--- src/rtl/core/mss_pkg.sv ---
`timescale 1ns / 1ps

package mss_pkg;

  localparam int MOTOR_COUNT = 4;
  localparam int MOTOR_IDX_W = (MOTOR_COUNT > 1) ? $clog2(MOTOR_COUNT) : 1;

  typedef logic [MOTOR_IDX_W-1:0] motor_idx_t;

  // Command codes carried on in_tuser
  localparam logic [1:0] OP_TICK = 2'd0;
  localparam logic [1:0] OP_RUN  = 2'd1;
  localparam logic [1:0] OP_STOP = 2'd2;

  // Step counts that run without end
  localparam logic [15:0] STEPS_FWD = 16'h7FFF;
  localparam logic [15:0] STEPS_REV = 16'h8000;

  typedef struct packed {
    logic [7:0]  delay;
    logic [7:0]  timer;
    logic [15:0] steps;
    logic [1:0]  stage;
  } motor_state_t;

  typedef struct packed {
    logic delay;
    logic timer;
    logic steps;
    logic stage;
  } wr_mask_t;

  typedef struct packed {
    motor_state_t nxt;
    logic         wr;
    logic [7:0]   pat;
  } step_res_t;

  function automatic logic [7:0] coil_pattern(input logic [1:0] stage);
    logic [7:0] pat;
    case (stage)
      2'd0:    pat = 8'h99;
      2'd1:    pat = 8'h96;
      2'd2:    pat = 8'h66;
      default: pat = 8'h69;
    endcase
    return pat;
  endfunction

endpackage

--- src/rtl/core/multi_stepper_stage_sequencer.sv ---
`timescale 1ns / 1ps

// Stepper sequencer for four motors, full-step coil patterns.
// Input channel in_*: one command per request. in_tuser is the opcode
// (tick, run, stop); in_tdata carries motor select, stage delay and signed
// step count. Run loads a motor's delay (zero taken as one) and step count
// and enables ticking; stop clears the step count. Neither gives a result.
// A tick, while ticking is enabled, visits the motors in order through one
// shared step unit, one motor per cycle while out_tready stays high, and
// gives one result per motor on out_*; out_tlast marks the final motor,
// whose result also carries all_idle. Run and stop are written to the
// register file as they are accepted; the tick rate is set by the single
// register file read port and step unit.
// in_tready is low while a tick is being worked. Each result sits in an
// output register; when the receiver stalls, the visit of the next motor
// holds until that register is taken. The last result may wait there while
// the next command is already accepted.
// Reset (rst_n low, synchronous) clears all motor state, disables ticking
// and empties the output register.
module multi_stepper_stage_sequencer (
  input  logic        clk,
  input  logic        rst_n,
  input  logic        in_tvalid,
  output logic        in_tready,
  input  logic [1:0]  in_tuser,   // [1:0] opcode
  input  logic [31:0] in_tdata,   // [1:0] motor_select, [9:2] stage_delay,
                                  // [25:10] step_count, [31:26] zero
  output logic        out_tvalid,
  input  logic        out_tready,
  output logic [15:0] out_tdata,  // [1:0] motor_id, [2] coil_write,
                                  // [10:3] coil_pattern, [11] all_idle,
                                  // [15:12] zero
  output logic        out_tlast   // last_of_tick
);

  localparam logic S_IDLE = 1'b0;
  localparam logic S_TICK = 1'b1;

  logic                  state_r, state_nxt;
  mss_pkg::motor_idx_t   idx_r, idx_nxt;
  logic                  busy_r, busy_nxt;
  logic                  tick_en_r, tick_en_nxt;
  logic                  out_valid_r, out_valid_nxt;
  logic [15:0]           out_data_r;
  logic                  out_last_r;

  logic [1:0]            in_op;
  logic [1:0]            in_sel;
  logic [7:0]            in_delay;
  logic [15:0]           in_steps;
  logic                  in_fire;
  logic                  sel_ok;
  logic                  out_free;
  logic                  visit;
  logic                  last_motor;

  mss_pkg::motor_idx_t   rd_idx;
  mss_pkg::motor_state_t rd_data;
  mss_pkg::motor_idx_t   wr_idx;
  mss_pkg::wr_mask_t     wr_en;
  mss_pkg::motor_state_t wr_data;
  mss_pkg::step_res_t    step;

  assign in_op    = in_tuser;
  assign in_sel   = in_tdata[1:0];
  assign in_delay = in_tdata[9:2];
  assign in_steps = in_tdata[25:10];

  assign in_tready  = (state_r == S_IDLE);
  assign in_fire    = in_tvalid && in_tready;
  assign sel_ok     = (int'(in_sel) < mss_pkg::MOTOR_COUNT);
  assign out_free   = !out_valid_r || out_tready;
  assign visit      = (state_r == S_TICK) && out_free;
  assign last_motor = (idx_r == mss_pkg::motor_idx_t'(mss_pkg::MOTOR_COUNT - 1));

  assign rd_idx = idx_r;

  mss_motor_regs u_regs (
    .clk     (clk),
    .rst_n   (rst_n),
    .rd_idx  (rd_idx),
    .rd_data (rd_data),
    .wr_idx  (wr_idx),
    .wr_en   (wr_en),
    .wr_data (wr_data)
  );

  mss_step_unit u_step (
    .cur (rd_data),
    .res (step)
  );

  // Register file write: commands write directly, a visit writes back the step.
  always_comb begin
    wr_idx        = idx_r;
    wr_en         = '0;
    wr_data       = step.nxt;
    if (visit) begin
      wr_en = '1;
    end else if (in_fire && sel_ok) begin
      wr_idx        = mss_pkg::motor_idx_t'(in_sel);
      wr_data.delay = (in_delay == 8'd0) ? 8'd1 : in_delay;
      wr_data.steps = (in_op == mss_pkg::OP_RUN) ? in_steps : 16'd0;
      if (in_op == mss_pkg::OP_RUN) begin
        wr_en.delay = 1'b1;
        wr_en.steps = 1'b1;
      end else if (in_op == mss_pkg::OP_STOP) begin
        wr_en.steps = 1'b1;
      end
    end
  end

  always_comb begin
    state_nxt     = state_r;
    idx_nxt       = idx_r;
    busy_nxt      = busy_r;
    tick_en_nxt   = tick_en_r;
    out_valid_nxt = out_valid_r && !out_tready;
    unique case (state_r)
      S_IDLE: begin
        if (in_fire) begin
          if (in_op == mss_pkg::OP_RUN && sel_ok) begin
            tick_en_nxt = 1'b1;
          end else if (in_op == mss_pkg::OP_TICK && tick_en_r) begin
            state_nxt = S_TICK;
            idx_nxt   = '0;
            busy_nxt  = 1'b0;
          end
        end
      end
      S_TICK: begin
        if (visit) begin
          out_valid_nxt = 1'b1;
          busy_nxt      = busy_r || (step.nxt.delay != 8'd0);
          if (last_motor) begin
            state_nxt = S_IDLE;
            if (!busy_nxt) begin
              tick_en_nxt = 1'b0;
            end
          end else begin
            idx_nxt = idx_r + 1'b1;
          end
        end
      end
      default: state_nxt = S_IDLE;
    endcase
  end

  always_ff @(posedge clk) begin
    if (!rst_n) begin
      state_r     <= S_IDLE;
      idx_r       <= '0;
      busy_r      <= 1'b0;
      tick_en_r   <= 1'b0;
      out_valid_r <= 1'b0;
    end else begin
      state_r     <= state_nxt;
      idx_r       <= idx_nxt;
      busy_r      <= busy_nxt;
      tick_en_r   <= tick_en_nxt;
      out_valid_r <= out_valid_nxt;
    end
  end

  // Load the output register on each visit; hold it otherwise.
  always_ff @(posedge clk) begin
    if (visit) begin
      out_data_r[1:0]   <= 2'(idx_r);
      out_data_r[2]     <= step.wr;
      out_data_r[10:3]  <= step.pat;
      out_data_r[11]    <= last_motor && !busy_nxt;
      out_data_r[15:12] <= 4'd0;
      out_last_r        <= last_motor;
    end
  end

  assign out_tvalid = out_valid_r;
  assign out_tdata  = out_data_r;
  assign out_tlast  = out_last_r;

endmodule

--- src/rtl/core/mss_motor_regs.sv ---
`timescale 1ns / 1ps

// Per-motor state: one read port, one masked write port.
module mss_motor_regs (
  input  logic                  clk,
  input  logic                  rst_n,
  input  mss_pkg::motor_idx_t   rd_idx,
  output mss_pkg::motor_state_t rd_data,
  input  mss_pkg::motor_idx_t   wr_idx,
  input  mss_pkg::wr_mask_t     wr_en,
  input  mss_pkg::motor_state_t wr_data
);

  mss_pkg::motor_state_t regs_r [mss_pkg::MOTOR_COUNT];

  always_ff @(posedge clk) begin
    if (!rst_n) begin
      for (int m = 0; m < mss_pkg::MOTOR_COUNT; m++) begin
        regs_r[m] <= '0;
      end
    end else begin
      if (wr_en.delay) regs_r[wr_idx].delay <= wr_data.delay;
      if (wr_en.timer) regs_r[wr_idx].timer <= wr_data.timer;
      if (wr_en.steps) regs_r[wr_idx].steps <= wr_data.steps;
      if (wr_en.stage) regs_r[wr_idx].stage <= wr_data.stage;
    end
  end

  assign rd_data = regs_r[rd_idx];

endmodule

--- src/rtl/core/mss_step_unit.sv ---
`timescale 1ns / 1ps

// Shared step unit: advance one motor by one tick.
module mss_step_unit (
  input  mss_pkg::motor_state_t cur,
  output mss_pkg::step_res_t    res
);

  logic [7:0] tmr_dec;

  assign tmr_dec = cur.timer - 8'd1;

  always_comb begin
    res     = '0;
    res.nxt = cur;
    if (cur.delay != 8'd0) begin
      res.nxt.timer = tmr_dec;
      if (tmr_dec == 8'd0) begin
        res.wr = 1'b1;
        if (cur.steps == 16'd0) begin
          // out of steps: coils off, park the motor
          res.nxt.delay = 8'd0;
          res.nxt.stage = 2'd0;
        end else begin
          if (!cur.steps[15]) begin
            res.pat = mss_pkg::coil_pattern(cur.stage);
          end else begin
            res.pat = mss_pkg::coil_pattern(2'd3 - cur.stage);
          end
          if (cur.stage == 2'd3) begin
            res.nxt.stage = 2'd0;
            if (!cur.steps[15] && cur.steps != mss_pkg::STEPS_FWD) begin
              res.nxt.steps = cur.steps - 16'd1;
            end else if (cur.steps[15] && cur.steps != mss_pkg::STEPS_REV) begin
              res.nxt.steps = cur.steps + 16'd1;
            end
          end else begin
            res.nxt.stage = cur.stage + 2'd1;
          end
        end
        res.nxt.timer = res.nxt.delay;
      end
    end
  end

endmodule

--- config.mk ---
export PLATFORM = sky130hd
export DESIGN_NAME = multi_stepper_stage_sequencer
export DESIGN_NICKNAME = d
export VERILOG_FILES = /design/src/rtl/core/mss_pkg.sv /design/src/rtl/core/multi_stepper_stage_sequencer.sv /design/src/rtl/core/mss_motor_regs.sv /design/src/rtl/core/mss_step_unit.sv
export SDC_FILE = /design/constraint.sdc
export NUM_CORES = 1
export LEC_CHECK = 0
export CORE_MARGIN = 1
export CORE_UTILIZATION = 36
export CTS_CLUSTER_SIZE = 40
export DETAILED_ROUTE_END_ITERATION = 10
export DONT_BUFFER_PORTS = 1
export GPL_ROUTABILITY_DRIVEN = 1
export GPL_TIMING_DRIVEN = 1
export PLACE_DENSITY_LB_ADDON = 0.2
export SETUP_SLACK_MARGIN = 0.15
export SLEW_MARGIN = 10
export SYNTH_ARGS = -nofsm -noshare
export SYNTH_HDL_FRONTEND = slang
export SYNTH_HIERARCHICAL = 1
export SYNTH_SLANG_ARGS = --single-unit
--- constraint.sdc ---
create_clock -name clk -period 11.3 [get_ports clk]
set_input_delay 1.13 -clock clk [delete_from_list [all_inputs] [get_ports clk]]
set_output_delay 1.13 -clock clk [all_outputs]
set_load 0.01 [all_outputs]
==> Yosys cells after proc, flatten, opt, wreduce, memory -nomap -nowiden <==
Memory sizes are Yosys's and may differ from the RTL's. A register that Yosys moved wholly into a read port is not among the register bits.
Index checks and enable logic that the tools add are counted.
Widths: inputs -> output; s select.
{ "word_totals": {"reg_bits": 19, "ramBits": 136, "out_inout_bits": 19, "mem_count": 1} }
{ "mem_list": {"columns": ["memory", "depth", "width", "rd", "rd_ports_with_merged_regs", "wr", "line_no", "source"], "rows": [
  ["u_regs.regs_r", 4, 34, 1, 1, 4, "mss_motor_regs.sv:14", "mss_pkg::motor_state_t regs_r [mss_pkg::MOTOR_COUNT];"]
]} }
{ "op_classes": {"addsub": 6, "n_eq_ne": 18, "muxes": 69, "n_bitwise": 3, "reduce_logical": 25} }
{ "ops": {"columns": ["operator", "count"], "rows": [
  ["$mux 16", 7],
  ["$mux 43", 2],
  ["$mux 8", 6],
  ["$pmux 8 s3", 2],
  ["$mux 1", 34],
  ["$mux 34", 1],
  ["$reduce_or 34->1", 1],
  ["$mux 2", 12],
  ["$add 16x1->16 const B", 1],
  ["$logic_not 16->1", 1],
  ["$logic_not 8->1", 2],
  ["$ne 16x15->1 const B", 1],
  ["$ne 16x16->1 const B", 1],
  ["$reduce_bool 8->1", 2],
  ["$sub 16x1->16 const B", 1],
  ["$eq 2x2->1 const B", 5],
  ["$ne 2x1->1 const B", 5],
  ["$reduce_and 5->1", 2],
  ["$sub 8x1->8 const B", 1],
  ["$logic_and 1x1->1", 7],
  ["$eq 2x1->1 const B", 3],
  ["$logic_not 2->1", 3],
  ["$ne 2x2->1 const B", 3],
  ["$pmux 1 s2", 3],
  ["other kinds (8)", 15]
]} }

==> Logic depth before layout (Yosys ltp) <==
Gate-level depths: netlist of run 1.
{ "logic_depth": {"depth_word": 14, "depth_mapped": 14, "mapped_depth_nobuf": 12} }

==> Hierarchy <==
The synthesis of run 1 kept the hierarchy.
{ "by_module_without_submodules": {"columns": ["mod", "instances", "cells_each", "area_per_inst_um2", "seq_area_each_um2"], "rows": [
  ["mss_motor_regs", 1, 363, 6095.8, 4083.9],
  ["mss_step_unit", 1, 194, 1241.2, 0.0],
  ["multi_stepper_stage_sequencer", 1, 116, 1083.5, 510.5]
]} }

==> Worst setup path after synthesis of run 1 <==
Ideal clock, no wire load.
{ "synth_path": {"path_kind": "register to register", "start": "register idx_r[0] (netlist name)", "end": "register busy_r", "setup_ns": 0.115, "arrival_time_ns": 4.021, "setup_slack_ns": 7.164, "path_stages_with_launch": 15, "n_path_buf": 2, "synth_period_minus_slack_ns": 4.136, "path_cell_list": "dfxtp_1 > buf_2 > buf_4 > mux4_2 > inv_1 > ha_1 > or4b_4 > or3_1 > or4_4 > nor4_4 > nor2b_1 > nor4_1 > nand2_1 > a32o_1 > and2_1"} }
{ "synth_rtl": {"columns": ["element", "line_no", "source"], "rows": [
  ["end signal: assignment", "multi_stepper_stage_sequencer.sv:159", "busy_r <= busy_nxt;"],
  ["end: declaration", "multi_stepper_stage_sequencer.sv:41", "logic busy_r, busy_nxt;"]
]} }

==> summary.txt, run 1 <==
Logic synthesis
  – Post-synthesis average cell area: 12.5 um2
  – Share of synthesized area occupied by flip-flops and latches: 54.6%
  – Cell type contributing the most total cell area after synthesis: sky130_fd_sc_hd__edfxtp_1
  – Primary flip-flop cell chosen by synthesis mapping: sky130_fd_sc_hd__edfxtp_1
  – Gate count after technology mapping: 673
  – Cell types with the highest counts after synthesis: 149 x sky130_fd_sc_hd__edfxtp_1, 113 x sky130_fd_sc_hd__and2_1, 72 x sky130_fd_sc_hd__nand2_1, 34 x sky130_fd_sc_hd__mux4_2, 25 x sky130_fd_sc_hd__o21ai_0
  – Async SR Flop Fraction: 0%
  – Area contributors post-synth: sky130_fd_sc_hd__edfxtp_1 53%, sky130_fd_sc_hd__mux4_2 9.1%, sky130_fd_sc_hd__and2_1 8.4%
  – Top cell type's share of synthesized area: 53.1%
  – Count of unique library cells instantiated by Yosys: 55
  – Post-synth EDFFs: 149
  – Synthesis Warnings: 6
  – Mapped Area: 8420 um2
  – Number of storage elements in the synthesis netlist: 155
  – Most used standard cell by instance count after synthesis: sky130_fd_sc_hd__edfxtp_1

Clocking
  – Number of cells upsized or downsized after cts: 0
  – Clock latency on the worst-skew pair: 430 ps
  – Bufs on Longest Clock Path: 2
  – TritonCTS clock tree: built
  – Setup bufs post-CTS: 0
  – Clk sinks: 155
  – CTS clock-pin slew for the worst setup and hold paths: 60 ps
  – TritonCTS buffer count: 17
  – Number of hold-repair buffers added at the cts stage: 0
  – Clock root buffer: sky130_fd_sc_hd__clkbuf_16
  – H-Tree Depth: 4

Worst hold path
  – End point of the most critical hold path: tick_en_r
  – Type of the most critical hold path: reg2reg
  – Startpoint of the most critical hold path: tick_en_r
  – Depth of the worst hold-timing path: 2

Finish
  – Layout overhead on the synthesized area: 10.0%
  – Filler cells: 2180
  – Total inserted antenna cells: 0
  – Final layout net count: 717
  – Final cell count without fillers: 994
  – Total non-filler cell area in the finished layout: 9260 um2
  – Fraction of layout instances using a drive strength above 1: 16.7%

Floorplanning
  – Ports placed on the boundary: 57
  – Core Rows: 55
  – Core Area: 22800 um2
  – Height of the chip: 155 um
  – Initial core utilization: 37.0%
  – Area enclosed by the die boundary: 24000 um2
  – DIE WIDTH: 155 um

STA
  – Headroom to the max-slew limit: 22.9%
  – Total Neg Setup Slack: 0 ps
  – Post-route worst setup slack: 6250 ps
  – RSZ-0062 raised after global routing: false
  – Number of failing setup endpoints in the final timing report: 0
  – Final cycle utilization of the critical path: 44.7%
  – Hold Fails Final Rpt: 0
  – Maximum frequency from static timing analysis: 0.198 GHz
  – Final max-slew violation count: 0
  – Actual slew at the worst max-slew pin: 1150 ps
  – Min cycle time layout: 5050 ps
  – Largest clock skew in the final design: 10.6 ps

Drt
  – DRC violations left: 0
  – Final ANT Viol Nets: 0
  – Detailed-route wire length: 19700 um
  – Vias: 5255
  – First drt pass iteration count: 4
  – Average vias per placed instance: 5.29
  – Per-cell routed wire length: 19.8 um
  – 1st-iter DRT viols: 307

Critical path
  – Critical Path Start Type: register
  – Critical path type: reg2reg
  – Crit. End Element: register
  – Worst flop-to-flop path startpoint: idx_r[0]
  – Reg-to-reg critical path endpoint: busy_r
  – Data arrival time of the critical path: 5380 ps
  – Cell depth of the worst flop-to-flop path: 13
  – Maximum fanout along the worst path: 26
  – Slack of the worst reg-to-reg path: 6250 ps
  – Start point of the critical path: idx_r[0]
  – Worst path required time: 11620 ps

Power and ir drop
  – VDD IR max: 0.0921 mV
  – Overall Power: 0.00134 W
  – PD cells: 144 nW/um2
  – Leak pwr: 3.32 nW

Place
  – Placed Cells incl. Taps: 962
  – Global placer's final weighted congestion: 0.836
  – HPWL after detailed placement: 12900 um
  – Post-place setup slack: 6140 ps
  – IO buf count: 0
  – Cell area after placement: 8680 um2

Global routing
  – Highest-utilization routing layer at the global route stage: met2
  – Initial antenna violation count: 0
  – Via count of the first global-routing pass: 5437
  – Met1 usage: 19.8%
  – Leftover overflow at the end of global routing: 0
  – GR Layer Usage met3: 4.07%
  – GR Layer Usage met2: 31.4%
  – Maximum number of pins on one net before global-route repair: 37
  – Global Route Usage Sum: 17.3%
  – Wire length of the first global-routing pass: 30400 um

Run
  – Total of max-cap violations: 0

Run status
  – Status: completed
routing by layer:
layer,wire length [um],vias up
met3,885,15
li1,-,2459
met2,10400,143
met1,8200,2638
met4,186,0
met5,0,-
worst max-delay path, stage by stage, from the launching register on:
cell	delay [ps]
sky130_fd_sc_hd__dfxtp_2	610
sky130_fd_sc_hd__buf_4	570
sky130_fd_sc_hd__mux4_2	650
sky130_fd_sc_hd__inv_1	110
sky130_fd_sc_hd__ha_1	170
sky130_fd_sc_hd__or4b_4	510
sky130_fd_sc_hd__or3_1	370
sky130_fd_sc_hd__or4_4	460
sky130_fd_sc_hd__nor4_4	410
sky130_fd_sc_hd__nor2b_1	130
sky130_fd_sc_hd__nor4_1	330
sky130_fd_sc_hd__nand2_1	160
sky130_fd_sc_hd__a32o_1	300
sky130_fd_sc_hd__and2_1	150
stage by stage:
step           utilization [%]  hold WS, ps
2_1_floorplan                -          445
3_3_place_gp              38.1          463
3_5_place_dp              38.1          480
4_1_cts                   40.7          489
5_1_grt                   40.7          510
6_report                  40.7          484
registers in the layout, summed over array words and instances (netlist names):
| name | flops |
|---|---|
| busy_r | 1 |
| idx_r | 2 |
| state_r | 1 |
| out_tdata | 12 |
| u_regs/regs_r | 136 |
| out_tlast | 1 |
| tick_en_r | 1 |
| out_tvalid | 1 |
layout by cell type, fill, tap and decap left out, types with 3 or more instances in the layout:
cell	instances
sky130_fd_sc_hd__a21boi_0	3
sky130_fd_sc_hd__a21oi_1	10
sky130_fd_sc_hd__a22o_1	17
sky130_fd_sc_hd__and2_1	113
sky130_fd_sc_hd__and2_4	22
sky130_fd_sc_hd__and3_1	4
sky130_fd_sc_hd__and4_1	5
sky130_fd_sc_hd__and4b_1	7
sky130_fd_sc_hd__and4bb_2	4
sky130_fd_sc_hd__buf_4	13
sky130_fd_sc_hd__bufinv_16	3
sky130_fd_sc_hd__clkbuf_1	4
sky130_fd_sc_hd__clkbuf_16	17
sky130_fd_sc_hd__clkinvlp_4	4
sky130_fd_sc_hd__conb_1	4
sky130_fd_sc_hd__dfxtp_1	4
sky130_fd_sc_hd__edfxtp_1	149
sky130_fd_sc_hd__ha_1	11
sky130_fd_sc_hd__inv_1	17
sky130_fd_sc_hd__mux4_2	34
sky130_fd_sc_hd__nand2_1	72
sky130_fd_sc_hd__nand2b_1	4
sky130_fd_sc_hd__nand3_1	12
sky130_fd_sc_hd__nand3b_1	3
sky130_fd_sc_hd__nand4_1	5
sky130_fd_sc_hd__nor2_1	23
sky130_fd_sc_hd__nor2b_1	7
sky130_fd_sc_hd__nor3_1	9
sky130_fd_sc_hd__nor3b_1	3
sky130_fd_sc_hd__nor4_1	10
sky130_fd_sc_hd__nor4b_1	4
sky130_fd_sc_hd__o21ai_0	22
sky130_fd_sc_hd__o21ai_1	3
sky130_fd_sc_hd__or2_2	4
sky130_fd_sc_hd__or3_1	3
sky130_fd_sc_hd__or4_1	4
sky130_fd_sc_hd__xnor2_1	17
sky130_fd_sc_hd__xor2_1	4
logic make-up after synthesis:
| logic type | Yosys count | share of synthesized area (%) |
|---|---|---|
| compound gates | 66 | 5.20 |
| flops | 155 | 54.6 |
| mux | 37 | 9.47 |
| other cells | 1 | 0.0445 |
| fa+ha+maj | 11 | 1.63 |
| buf+inv | 57 | 3.70 |
| xor+xnor | 21 | 2.18 |
| simple gates | 325 | 23.2 |
power breakdown:
group          internal [W]  total, W  switching [W]
clock network      0.000346  0.000570       0.000224
registers          0.000654  0.000659     0.00000589
logic             0.0000391  0.000108      0.0000690
total               0.00104   0.00134       0.000299
worst max path at each step:
stage | slack, ps | to
2_1_floorplan | 7160 | busy_r
3_3_place_gp | 6210 | busy_r
3_5_place_dp | 6140 | busy_r
4_1_cts | 6130 | busy_r
5_1_grt | 5870 | out_tdata[11]
6_report | 6250 | busy_r
layout make-up:
cell class / instances / area [um2] / share of cell area, %
Sequential cell: 155 / 4600 / 49.6
Inverter: 17 / 63.8 / 0.689
Tap cell: 313 / 392 / 4.23
Timing Repair Buffer: 13 / 97.6 / 1.05
Clock inverter: 11 / 146 / 1.58
Clock buffer: 21 / 440 / 4.75
Multi-Input combinational cell: 464 / 3530 / 38.1
(Power assumes the default switching activity.)
==> inputs of run 2 (changes only) <==
- clock period: 11.3 -> 4.9 ns (I/O delays scaled with it)
==> run 2 against run 1 <==
Against the previous run:
- non-clock buffer count is 2 higher
- clock skew is 1.4 ps lower
- flip-flop and latch count stayed put
- critical path depth is 1 lower
- combinational power is 130% higher
- via count is 0.95% lower
- die area stayed put
- core utilization is 0.12 points higher
- cell area is 0.30% higher
- sequential power is 130% higher
- sequential share of layout area is 0.15 points lower
- global-route usage is 0.27 points higher
- critical endpoint unchanged
- highest routed layer unchanged
==> summary.txt, run 2 (synthesized netlist as in run 1, its figures left out) <==
Global routing
  – Maximum number of pins on one net before global-route repair: 37 (unchanged)
  – Leftover overflow at the end of global routing: 0 (unchanged)
  – Global Route Usage Sum: 17.5% (+0.27 points)
  – Via count of the first global-routing pass: 5419 (-0.33%)
  – Wire length of the first global-routing pass: 31000 um (+2.0%)
  – Initial antenna violation count: 0 (unchanged)

STA
  – Number of failing setup endpoints in the final timing report: 0 (unchanged)
  – Maximum frequency from static timing analysis: 0.226 GHz (+14%)
  – Hold Fails Final Rpt: 0 (unchanged)
  – Largest clock skew in the final design: 9.17 ps (-1.44 ps)
  – Final cycle utilization of the critical path: 90.2% (+45 points)
  – Headroom to the max-slew limit: 35.6% (+13 points)
  – Actual slew at the worst max-slew pin: 960 ps (-193 ps)
  – RSZ-0062 raised after global routing: false
  – Final max-slew violation count: 0 (unchanged)
  – Min cycle time layout: 4420 ps (-635 ps)
  – Total Neg Setup Slack: 0 ps (unchanged)

Finish
  – Most frequent standard cell in the layout excluding fill and tap cells: sky130_fd_sc_hd__edfxtp_1
  – Final cell count without fillers: 996 (+0.20%)
  – Total inserted antenna cells: 0 (unchanged)
  – Final standard cell utilization of the core: 40.8% (+0.12 points)
  – Fraction of layout instances using a drive strength above 1: 17.4% (+0.68 points)
  – Final layout net count: 719 (+0.28%)
  – Layout overhead on the synthesized area: 10.3%
  – Number of flip-flops under the largest register name: 136 (unchanged)
  – Reg with most FFs: u_regs/regs_r
  – Most frequent cells in the layout: 149 x sky130_fd_sc_hd__edfxtp_1, 113 x sky130_fd_sc_hd__and2_1, 72 x sky130_fd_sc_hd__nand2_1

Drt
  – DRC violations left: 0 (unchanged)
  – Vias: 5205 (-0.95%)
  – 1st-iter DRT viols: 300 (-2.3%)
  – Final ANT Viol Nets: 0 (unchanged)
  – Per-cell routed wire length: 20.0 um (+0.98%)
  – First drt pass iteration count: 5 (+1)
  – Detailed-route wire length: 19900 um (+1.2%)
  – Average vias per placed instance: 5.23 (-1.2%)

Floorplanning
  – Ports placed on the boundary: 57 (unchanged)
  – DIE WIDTH: 155 um (unchanged)
  – Core Rows: 55 (unchanged)
  – Height of the chip: 155 um (unchanged)
  – Area enclosed by the die boundary: 24000 um2 (unchanged)
  – Core Area: 22800 um2 (unchanged)
  – Initial core utilization: 37.0% (unchanged)

Clocking
  – Bufs on Longest Clock Path: 2 (unchanged)
  – H-Tree Depth: 4 (unchanged)
  – Number of cells upsized or downsized after cts: 0 (unchanged)
  – Setup bufs post-CTS: 0 (unchanged)
  – TritonCTS clock tree: built
  – Clock root buffer: sky130_fd_sc_hd__clkbuf_16
  – Number of hold-repair buffers added at the cts stage: 0 (unchanged)
  – Clock latency on the worst-skew pair: 420 ps (about the same)
  – TritonCTS buffer count: 17 (unchanged)
  – Clk sinks: 155 (unchanged)
  – CTS clock-pin slew for the worst setup and hold paths: 60 ps (about the same)

Power and ir drop
  – PD cells: 334 nW/um2 (+130%)
  – Overall Power: 0.00310 W (+130%)
  – Net switching power: 0.000701 W (+130%)
  – VDD IR max: 0.216 mV (+130%)
  – Clk network pwr share: 42.9% (+0.3 points)
  – Leak pwr: 3.34 nW (+0.74%)
  – Power Internal: 0.00240 W (+130%)
  – Sequential share of power: 49.1% (-0.2 points)
  – Switching power as a share of total power: 22.6% (+0.29 points)
  – Fraction of power consumed by combinational cells: 8.0% (about the same)

Place
  – Placed Cells incl. Taps: 964 (+0.21%)
  – IO buf count: 0 (unchanged)
  – Global placer's final weighted congestion: 0.832 (-0.45%)
  – HPWL after detailed placement: 13300 um (+2.7%)

Critical path
  – Worst path required time: 5220 ps (-6400 ps)
  – List of cells traversed by the critical path: mux4_2 > inv_1 > ha_1 > or4b_4 > or3_1 > or4_4 > nor4_4 > nor2b_1 > nor4_1 > nand2_1 > a32o_1 > and2_1
  – Crit. End Element: register
  – Slowest library cell on the worst path: sky130_fd_sc_hd__mux4_2
  – Longest individual stage delay on the worst path: 630 ps (-20 ps)
  – Data arrival time of the critical path: 4740 ps (-640 ps)
  – Slack of the worst reg-to-reg path: 480 ps (-5770 ps)
  – Critical path type: reg2reg
  – Maximum fanout along the worst path: 12 (-54%)
  – Critical Path Start Type: register

Worst hold path
  – Type of the most critical hold path: in2reg

Run
  – Total of max-cap violations: 0 (unchanged)

Run status
  – Status: completed
[run 2: cell types whose count changed in the layout (fill, tap and decap cells not counted)]
cell | before | now
sky130_fd_sc_hd__buf_4 | 13 | 15
sky130_fd_sc_hd__clkbuf_1 | 4 | 0
sky130_fd_sc_hd__clkinv_1 | 1 | 2
sky130_fd_sc_hd__clkinv_2 | 1 | 2
sky130_fd_sc_hd__clkinv_4 | 2 | 3
sky130_fd_sc_hd__clkinvlp_4 | 4 | 3
sky130_fd_sc_hd__inv_6 | 0 | 2
sky130_fd_sc_hd__o21ai_0 | 22 | 19
sky130_fd_sc_hd__o21ai_1 | 3 | 6
[run 2: area by class of cell]
cell class | instances | area [um2]
clock buffer | 17 | 425
clock inverter | 15 | 174
fill | 2150 | 13500
inverter | 17 | 63.8
multi-input combinational | 464 | 3530
sequential | 155 | 4600
tap | 313 | 392
timing repair buffer | 15 | 113
[run 2: worst paths after layout]
kind              from         to  cells past startpoint
max reg2reg   idx_r[0]     busy_r                     12
max           idx_r[0]     busy_r                     12
min reg2reg  tick_en_r  tick_en_r                      2
min              rst_n  tick_en_r                      2
[run 2: power groups by stage]
stage	Combinational, W	Sequential (W)	Clock [W]
2_1_floorplan	0.000190	0.00154	0
3_3_place_gp	0.000243	0.00155	0
3_5_place_dp	0.000249	0.00155	0
4_1_cts	0.000250	0.00152	0.00135
5_1_grt	0.000274	0.00153	0.00140
6_report	0.000249	0.00152	0.00133
[run 2: through the flow]
stage	instance area, um2	hold slack [ps]	setup slack (ps)
final	9290	185	480
after global routing	9290	171	218
after CTS	9290	165	453
after detailed placement	8690	475	471
after global placement	8690	467	489
after floorplan	8430	445	764
[run 2: critical path, delay by kind of cell (launching register included)]
family	cells	cell delay [ps]
and+or+nand+nor	8	2490
adders and majority gates	1	180
buffers and inverters	1	100
DFF	1	600
AOI/OAI and AO/OA	1	290
muxes	1	630
[run 2: per-layer routing]
metal | global-route usage, % | wire length (um) | up-vias
met2 | 32.2 | 10600 | 101
met1 | 20.7 | 8540 | 2635
li1 | - | - | 2463
met3 | 3.70 | 680 | 6
met5 | 0 | 0 | -
met4 | 4.38 | 119 | 0
